===== src/hw/rtl/gpi_status_frame_parser_defines.svh =====
// Assertion macros used by the status frame parser top level.
`ifndef GPI_STATUS_FRAME_PARSER_DEFINES_SVH
`define GPI_STATUS_FRAME_PARSER_DEFINES_SVH
`ifndef NO_ASSERTIONS
// Same-cycle implication, disabled while reset is high.
`define GPI_SFP_ASSERT_NOW(label, clk, rst, ante, cons) \
   label: assert property (@(posedge clk) disable iff (rst) (ante) |-> (cons)) \
      else $error("gpi_status_frame_parser: assertion failed");
// Next-cycle implication, disabled while reset is high.
`define GPI_SFP_ASSERT_NEXT(label, clk, rst, ante, cons) \
   label: assert property (@(posedge clk) disable iff (rst) (ante) |=> (cons)) \
      else $error("gpi_status_frame_parser: assertion failed");
`else
`define GPI_SFP_ASSERT_NOW(label, clk, rst, ante, cons)
`define GPI_SFP_ASSERT_NEXT(label, clk, rst, ante, cons)
`endif
`endif


===== src/hw/rtl/gpi_sfp_pkg.sv =====
// Types and constants of the status frame parser.
package gpi_sfp_pkg;

   localparam int OP_W   = 2;
   localparam int BYTE_W = 8;
   localparam int LINE_W = 5;
   localparam int UNIT_W = 4;
   localparam int POS_W  = 6;

   typedef enum logic [OP_W-1:0] {
      OP_RX_BYTE = 2'd0,
      OP_FORCE   = 2'd1,
      OP_RELEASE = 2'd2
   } op_type;

   localparam logic EV_CHANGE = 1'b0;
   localparam logic EV_POLL   = 1'b1;

   localparam logic [BYTE_W-1:0] CHR_S     = 8'h53;
   localparam logic [BYTE_W-1:0] CHR_P     = 8'h50;
   localparam logic [BYTE_W-1:0] CHR_A     = 8'h41;
   localparam logic [BYTE_W-1:0] CHR_COMMA = 8'h2C;
   localparam logic [BYTE_W-1:0] CHR_0     = 8'h30;
   localparam logic [BYTE_W-1:0] CHR_1     = 8'h31;

   localparam logic [POS_W-1:0] POS_IDLE        = 6'd0;
   localparam logic [POS_W-1:0] POS_UNIT        = 6'd1;
   localparam logic [POS_W-1:0] POS_P           = 6'd2;
   localparam logic [POS_W-1:0] POS_COMMA       = 6'd3;
   localparam logic [POS_W-1:0] POS_A           = 6'd4;
   localparam logic [POS_W-1:0] POS_FIRST_DIGIT = 6'd6;
   localparam logic [POS_W-1:0] POS_LAST_COMMA  = 6'd51;
   localparam logic [POS_W-1:0] POS_LAST_DIGIT  = 6'd52;
   localparam logic [POS_W-1:0] POS_FRAME_END   = 6'd53;

   typedef struct packed {
      logic              valid;
      logic              kind;
      logic [LINE_W-1:0] line;
      logic              level;
   } result_type;

endpackage


===== src/hw/rtl/gpi_sfp_step.sv =====
// Single-item step logic: frame position, line levels, masks and the result.
module gpi_sfp_step #(
   parameter int NUM_LINES = 24
) (
   input  logic [gpi_sfp_pkg::OP_W-1:0]   op,
   input  logic [gpi_sfp_pkg::BYTE_W-1:0] rx_byte,
   input  logic [gpi_sfp_pkg::LINE_W-1:0] gpi_index,
   input  logic                           force_level,
   input  logic [gpi_sfp_pkg::UNIT_W-1:0] unit_id,
   input  logic [gpi_sfp_pkg::POS_W-1:0]  pos,
   input  logic [NUM_LINES-1:0]           levels,
   input  logic [NUM_LINES-1:0]           masks,
   output logic [gpi_sfp_pkg::POS_W-1:0]  pos_next,
   output logic [NUM_LINES-1:0]           levels_next,
   output logic [NUM_LINES-1:0]           masks_next,
   output gpi_sfp_pkg::result_type        result
);

   logic [gpi_sfp_pkg::POS_W-1:0]  pos_inc;
   logic [gpi_sfp_pkg::POS_W-1:0]  digit_off;
   logic [gpi_sfp_pkg::LINE_W-1:0] digit_line;
   logic [gpi_sfp_pkg::BYTE_W-1:0] unit_chr;
   logic [NUM_LINES-1:0]           digit_bit;
   logic [NUM_LINES-1:0]           cmd_bit;
   logic                           digit_lvl;
   logic                           is_digit;

   assign pos_inc    = pos + gpi_sfp_pkg::POS_W'(1);
   assign digit_off  = pos - gpi_sfp_pkg::POS_FIRST_DIGIT;
   assign digit_line = digit_off[gpi_sfp_pkg::LINE_W:1];
   assign unit_chr   = gpi_sfp_pkg::CHR_0 + gpi_sfp_pkg::BYTE_W'(unit_id);
   // Shifting past the top leaves zero, so lines beyond the set are never hit.
   assign digit_bit  = NUM_LINES'(1) << digit_line;
   assign cmd_bit    = NUM_LINES'(1) << gpi_index;
   assign digit_lvl  = (rx_byte == gpi_sfp_pkg::CHR_1);
   assign is_digit   = (rx_byte == gpi_sfp_pkg::CHR_0) || (rx_byte == gpi_sfp_pkg::CHR_1);

   always_comb begin
      pos_next    = pos;
      levels_next = levels;
      masks_next  = masks;
      result      = '0;
      unique case (op)
         gpi_sfp_pkg::OP_RX_BYTE: begin
            if (pos == gpi_sfp_pkg::POS_IDLE) begin
               if (rx_byte == gpi_sfp_pkg::CHR_S) pos_next = gpi_sfp_pkg::POS_UNIT;
            end else if (pos == gpi_sfp_pkg::POS_UNIT) begin
               pos_next = (rx_byte == unit_chr) ? pos_inc : gpi_sfp_pkg::POS_IDLE;
            end else if (pos == gpi_sfp_pkg::POS_P) begin
               pos_next = (rx_byte == gpi_sfp_pkg::CHR_P) ? pos_inc : gpi_sfp_pkg::POS_IDLE;
            end else if (pos == gpi_sfp_pkg::POS_COMMA) begin
               pos_next = (rx_byte == gpi_sfp_pkg::CHR_COMMA) ? pos_inc
                                                              : gpi_sfp_pkg::POS_IDLE;
            end else if (pos == gpi_sfp_pkg::POS_A) begin
               pos_next = (rx_byte == gpi_sfp_pkg::CHR_A) ? pos_inc : gpi_sfp_pkg::POS_IDLE;
            end else if ((pos <= gpi_sfp_pkg::POS_LAST_COMMA) && pos[0]) begin
               pos_next = (rx_byte == gpi_sfp_pkg::CHR_COMMA) ? pos_inc
                                                              : gpi_sfp_pkg::POS_IDLE;
            end else if (pos <= gpi_sfp_pkg::POS_LAST_DIGIT) begin
               // bytes other than '0' or '1' hold the position
               if (is_digit) begin
                  pos_next = pos_inc;
                  if ((|digit_bit) && !(|(masks & digit_bit)) &&
                      ((|(levels & digit_bit)) != digit_lvl)) begin
                     levels_next  = digit_lvl ? (levels | digit_bit) : (levels & ~digit_bit);
                     result.valid = 1'b1;
                     result.kind  = gpi_sfp_pkg::EV_CHANGE;
                     result.line  = digit_line;
                     result.level = digit_lvl;
                  end
               end
            end else begin
               pos_next = gpi_sfp_pkg::POS_IDLE;
            end
         end
         gpi_sfp_pkg::OP_FORCE: begin
            if (|cmd_bit) begin
               masks_next = masks | cmd_bit;
               if ((|(levels & cmd_bit)) != force_level) begin
                  levels_next  = force_level ? (levels | cmd_bit) : (levels & ~cmd_bit);
                  result.valid = 1'b1;
                  result.kind  = gpi_sfp_pkg::EV_CHANGE;
                  result.line  = gpi_index;
                  result.level = force_level;
               end
            end
         end
         gpi_sfp_pkg::OP_RELEASE: begin
            if (|cmd_bit) begin
               masks_next   = masks & ~cmd_bit;
               result.valid = 1'b1;
               result.kind  = gpi_sfp_pkg::EV_POLL;
               result.line  = gpi_index;
               result.level = 1'b0;
            end
         end
         default: begin
            // unused operation code: drop the item
         end
      endcase
   end

endmodule


===== src/hw/rtl/gpi_status_frame_parser.sv =====
// Top level of the status frame parser: item registers, line state and result register.

// Status frame parser. Each req_ item is either a received serial byte or a force/release
// command for one input line; it yields at most one rsp_ item, either a level change event
// or a status poll request. Items pass through an input register and a result register, so
// the block takes one item per clock cycle unless rsp_ stalls, and a result appears on
// rsp_ from the result register; the combinational step logic between those registers,
// which reads and updates the frame position and the per-line level and mask bits, sets
// that rate. Items that produce no result simply vanish after the step. The input register
// refills while the result register is still waiting, but once both are full req_ready
// stays low for as long as the result is held off. The unit digit matched after 'S' comes
// from the csr_ register, which is always ready; write it only while no item is in flight.
module gpi_status_frame_parser #(
   parameter int NUM_LINES = 24
) (
   input  logic                                clock,
   input  logic                                reset,
   input  logic                                csr_valid,
   output logic                                csr_ready,
   input  logic [gpi_sfp_pkg::UNIT_W-1:0]      csr_unit_id,
   input  logic                                req_valid,
   output logic                                req_ready,
   input  logic [gpi_sfp_pkg::OP_W-1:0]        req_operation,
   input  logic [gpi_sfp_pkg::BYTE_W-1:0]      req_rx_byte,
   input  logic [gpi_sfp_pkg::LINE_W-1:0]      req_gpi_index,
   input  logic                                req_force_level,
   output logic                                rsp_valid,
   input  logic                                rsp_ready,
   output logic                                rsp_event_kind,
   output logic [gpi_sfp_pkg::LINE_W-1:0]      rsp_event_line,
   output logic                                rsp_new_level
);

`include "gpi_status_frame_parser_defines.svh"

   // input register
   logic                           in_valid_ff;
   logic [gpi_sfp_pkg::OP_W-1:0]   in_op_ff;
   logic [gpi_sfp_pkg::BYTE_W-1:0] in_byte_ff;
   logic [gpi_sfp_pkg::LINE_W-1:0] in_index_ff;
   logic                           in_level_ff;

   // configuration and parser state
   logic [gpi_sfp_pkg::UNIT_W-1:0] unit_id_ff;
   logic [gpi_sfp_pkg::POS_W-1:0]  pos_ff;
   logic [gpi_sfp_pkg::POS_W-1:0]  pos_in;
   logic [NUM_LINES-1:0]           levels_ff;
   logic [NUM_LINES-1:0]           levels_in;
   logic [NUM_LINES-1:0]           masks_ff;
   logic [NUM_LINES-1:0]           masks_in;

   // result register
   logic                           rsp_valid_ff;
   logic                           rsp_valid_in;
   gpi_sfp_pkg::result_type        rsp_ff;
   gpi_sfp_pkg::result_type        step_result;

   logic                           fire;

   // Advance the step whenever the result slot is free or being emptied.
   assign fire      = in_valid_ff && (!rsp_valid_ff || rsp_ready);
   assign req_ready = !in_valid_ff || fire;
   assign csr_ready = 1'b1;

   always_ff @(posedge clock) begin
      if (reset) begin
         in_valid_ff <= 1'b0;
      end else if (req_ready) begin
         in_valid_ff <= req_valid;
      end
   end

   // payload: load on accept, no reset
   always_ff @(posedge clock) begin
      if (req_valid && req_ready) begin
         in_op_ff    <= req_operation;
         in_byte_ff  <= req_rx_byte;
         in_index_ff <= req_gpi_index;
         in_level_ff <= req_force_level;
      end
   end

   always_ff @(posedge clock) begin
      if (reset) begin
         unit_id_ff <= '0;
      end else if (csr_valid && csr_ready) begin
         unit_id_ff <= csr_unit_id;
      end
   end

   gpi_sfp_step #(
      .NUM_LINES (NUM_LINES)
   ) u_step (
      .op          (in_op_ff),
      .rx_byte     (in_byte_ff),
      .gpi_index   (in_index_ff),
      .force_level (in_level_ff),
      .unit_id     (unit_id_ff),
      .pos         (pos_ff),
      .levels      (levels_ff),
      .masks       (masks_ff),
      .pos_next    (pos_in),
      .levels_next (levels_in),
      .masks_next  (masks_in),
      .result      (step_result)
   );

   // Commit the line state only when the step fires.
   always_ff @(posedge clock) begin
      if (reset) begin
         pos_ff    <= gpi_sfp_pkg::POS_IDLE;
         levels_ff <= '0;
         masks_ff  <= '0;
      end else if (fire) begin
         pos_ff    <= pos_in;
         levels_ff <= levels_in;
         masks_ff  <= masks_in;
      end
   end

   // A firing step refills the slot; otherwise drop a taken result.
   always_comb begin
      rsp_valid_in = rsp_valid_ff;
      if (fire) begin
         rsp_valid_in = step_result.valid;
      end else if (rsp_ready) begin
         rsp_valid_in = 1'b0;
      end
   end

   always_ff @(posedge clock) begin
      if (reset) begin
         rsp_valid_ff <= 1'b0;
      end else begin
         rsp_valid_ff <= rsp_valid_in;
      end
   end

   always_ff @(posedge clock) begin
      if (fire && step_result.valid) begin
         rsp_ff <= step_result;
      end
   end

   assign rsp_valid      = rsp_valid_ff;
   assign rsp_event_kind = rsp_ff.kind;
   assign rsp_event_line = rsp_ff.line;
   assign rsp_new_level  = rsp_ff.level;

   // The frame position never runs past the frame end.
   `GPI_SFP_ASSERT_NOW(a_pos_range, clock, reset, 1'b1, pos_ff <= gpi_sfp_pkg::POS_FRAME_END)
   // Line state only moves when a step fires.
   `GPI_SFP_ASSERT_NEXT(a_state_hold, clock, reset, !fire, $stable(levels_ff) && $stable(masks_ff) && $stable(pos_ff))
   // A result only appears after a firing step.
   `GPI_SFP_ASSERT_NOW(a_rsp_source, clock, reset, $rose(rsp_valid_ff), $past(fire))

endmodule

===== config.mk =====
export PLATFORM = sky130hd
export DESIGN_NAME = gpi_status_frame_parser
export DESIGN_NICKNAME = d
export VERILOG_FILES = /design/src/hw/rtl/gpi_sfp_pkg.sv /design/src/hw/rtl/gpi_sfp_step.sv /design/src/hw/rtl/gpi_status_frame_parser.sv
export VERILOG_INCLUDE_DIRS = /design/src /design/src/hw/rtl
export SDC_FILE = /design/constraint.sdc
export NUM_CORES = 1
export LEC_CHECK = 0
export BUFFER_PORTS_ARGS = -buffer_cell sky130_fd_sc_hd__buf_2
export CAP_MARGIN = 30
export CORE_UTILIZATION = 40
export DETAILED_ROUTE_END_ITERATION = 16
export PLACE_DENSITY_LB_ADDON = 0.2
export SYNTH_ARGS = -nofsm -noshare
export SYNTH_HDL_FRONTEND = slang
export SYNTH_HIERARCHICAL = 1
export SYNTH_SLANG_ARGS = --single-unit

===== constraint.sdc =====
create_clock -name clock -period 5.2 [get_ports clock]
set_clock_uncertainty 0.2 [all_clocks]
set_input_delay 0 -clock clock [delete_from_list [all_inputs] [get_ports clock]]
set_output_delay 0 -clock clock [all_outputs]
set_load 0.01 [all_outputs]

==> run summary <==
Worst Hold Class: input pin to flip-flop
DRT iter0 DRCs: 850
Syn Std Cell Area: 0.00714 sq mm
Largest net degree at the start of global routing: 115
Clock buffer count from CTS: 9
CP Capture Type: flip-flop
Post-synthesis async set-or-reset flop share: 0%
First-pass GRT wire length: 38.3 mm
Post-CTS resize count: 0
Number of max-cap violations: 0
Clk Latency, worst-skew pair: 0.35 ns
Drt drc: 0
Worst-path maximum fanout: 14
CP bufs+invs: 2
Routability cong.: 0.950
Sequential area share after synthesis: 26.5%
Crit path time final: 4.74 ns
DRT Wirelength: 24.5 mm
Crit path launch: pos_ff[1]
Worst setup path category: flip-flop to flip-flop
Clock tree sinks: 83
Layout cells sized above 1: 10.6%
Ys flop type: dfxtp_1
Diodes inserted: 0
Via count: 7,151
EDFF count, synth: 23
Worst-Margin Slew: 1.01 ns
Reg2Reg Launch Point: pos_ff[1]
Mapped Cells: 921
Hold Startpoint: reset
Final nets: 979
Worst Path Required: 4.99 ns
Hpwl dp: 17.5 mm
Commonest non-fill, non-tap cell in the layout: nand2b_1
WHS: 0.135 ns
CP cell instances: buf_4, inv_1, ha_1, a221oi_1, mux2i_1, a32o_1, or4_4, or3_4, or4b_4, nand2b_1, nand2_1, nor2_1
Global-route usage over all layers: 27.3%
Critical-path top delay cell: dfxtp_1
Reg clk slew, reported paths: 0.07 ns
Slowest stage delay, CP: 0.56 ns
Total power: 1.58 mW
P_leak: 2.91 nW
Startpoint type of the worst setup path: flip-flop
CP delay by family, top: simple AND/OR/NAND/NOR gates
Yosys reg bits: 83
Slew Viols, Final: 0
Arr. time, crit path: 4.52 ns
Setup_tns: 0 ns
Number of port buffers: 33
Total core area: 0.0174 sq mm
Routed Antenna Nets: 0
Vias per std cell: 6.11
Max Freq: 211 MHz
Clock buffer depth: 2
Die width: 136 um
I/O Pins: 35
Outcome: complete, no violations
Initial Util: 41.1%
TritonCTS clock tree: done
FP Rows: 48
Die Y: 136 um
Root Driver: clkbuf_16
PwrDens: 200 mW/mm^2
Max_slew headroom: 32.9%
Netlist cell types: 70
Hold-fix buffers at CTS: 27
Peak supply drop: 0.156 mV
Yosys warning count: 6
Hold Vio Cnt, Final: 0
Gr ovfl total: 0
H-tree Lvls: 3
Syn-to-layout area delta: 11.2%
TritonRoute pass-1 iters: 5
Post-CTS setup buffers: 0
Initial antenna violation count: 0
Full die area: 0.0184 sq mm
Drt wl/cell: 21.0 um
Syn Area/Cell: 7.75 sq um
RSZ-0062 raised after global routing: false
Fin crit share: 91.2%
Vias in the first global route: 6,624
Most frequent cells in the layout: nand2b_1, nand2_1, nor2_1
Final setup violation count: 0
Net Count, Synth: 960
==> worst paths after layout <==
check | cells past startpoint | end | slack [ns]
max | 12 | rsp_new_level | 0.46
min | 3 | in_valid_ff | 0.13
max reg2reg | 12 | rsp_new_level | 0.46
min reg2reg | 2 | masks_ff[7] | 0.31
==> layout make-up <==
class	instances	area (sq um)
fillers	1767	9420
multi-input cells	755	4820
flip-flops and latches	83	1890
repair buffers	79	578
well taps	225	282
clock buffers	10	229
clock inverters	6	90.1
inverters	12	45.0
==> stage by stage <==
stage / setup WS, ns / util (%) / instances / cell area [sq um]
finish: 0.460 / 45.7 / 1170 / 7930
global route: 0.179 / 45.7 / 1170 / 7930
CTS: 0.469 / 45.7 / 1170 / 7930
detailed placement: 0.515 / 42.3 / 1127 / 7340
global placement: 0.594 / 42.3 / 1127 / 7340
floorplan: 0.845 / - / 921 / 7140
==> state kept, by name, summed over array words and instances (netlist names), 2 cells and up <==
name and flops:
in_index_ff 5, unit_id_ff 4, pos_ff 6, rsp_event_line 5, in_byte_ff 8, levels_ff 24
in_op_ff 2, masks_ff 24
==> routing by layer <==
metal  global-route usage (%)  share of wire, %  up-vias
li1                         -                 -     3340
met1                     35.6                43     3370
met2                     42.4                44      369
met3                     5.50               8.6       72
met4                     13.9               4.3        0
met5                        0                 0        -
==> logic make-up (layout without fill, tap and decap cells) <==
group                      count (synthesis)  after routing  synth area share (%)
AOI/OAI and AO/OA                        236            236                  22.4
buffers and inverters                     83            107                  6.00
xor gates and xnor gates                  10             10                  1.44
other                                      1              1                0.0525
DFF                                       83             83                  26.5
and+or+nand+nor                          417            417                  30.1
muxes                                     77             77                  11.1
adders and majority gates                 14             14                  2.45
==> worst reg2reg max path, cell delays in order, from the launching register on <==
cell and delay (ns):
dfxtp_1 0.56, buf_4 0.22, inv_1 0.11, ha_1 0.43, a221oi_1 0.37, mux2i_1 0.13, a32o_1 0.25, or4_4 0.46
or3_4 0.47, or4b_4 0.56, nand2b_1 0.13, nand2_1 0.06, nor2_1 0.44
==> synth_stat cells (7+ instances only) <==
master / count / area [sq um]
nand2b_1: 119 / 744
nand2_1: 118 / 443
nor2_1: 82 / 308
a21oi_1: 67 / 335
mux2i_1: 62 / 621
dfxtp_1: 60 / 1200
clkbuf_1: 54 / 203
o21ai_0: 31 / 155
edfxtp_1: 23 / 691
nand3_1: 22 / 110
a211o_1: 20 / 175
a31oi_1: 19 / 119
a22o_1: 16 / 140
a22oi_1: 16 / 120
mux2_2: 15 / 169
ha_1: 14 / 175
a21boi_0: 12 / 90.1
inv_1: 11 / 41.3
and2_1: 10 / 62.6
nand4_1: 8 / 50.1
nor2b_1: 8 / 50.1
nor3_1: 8 / 40.0
or2_2: 7 / 43.8
==> report_power, final <==
group	leakage, nW	total [mW]	switching (mW)	internal, mW
Sequential	0.698	0.695	0.0179	0.677
Combinational	2.05	0.178	0.105	0.0733
Clock	0.153	0.710	0.288	0.422
Note: power is estimated with default switching activity, not from simulation.
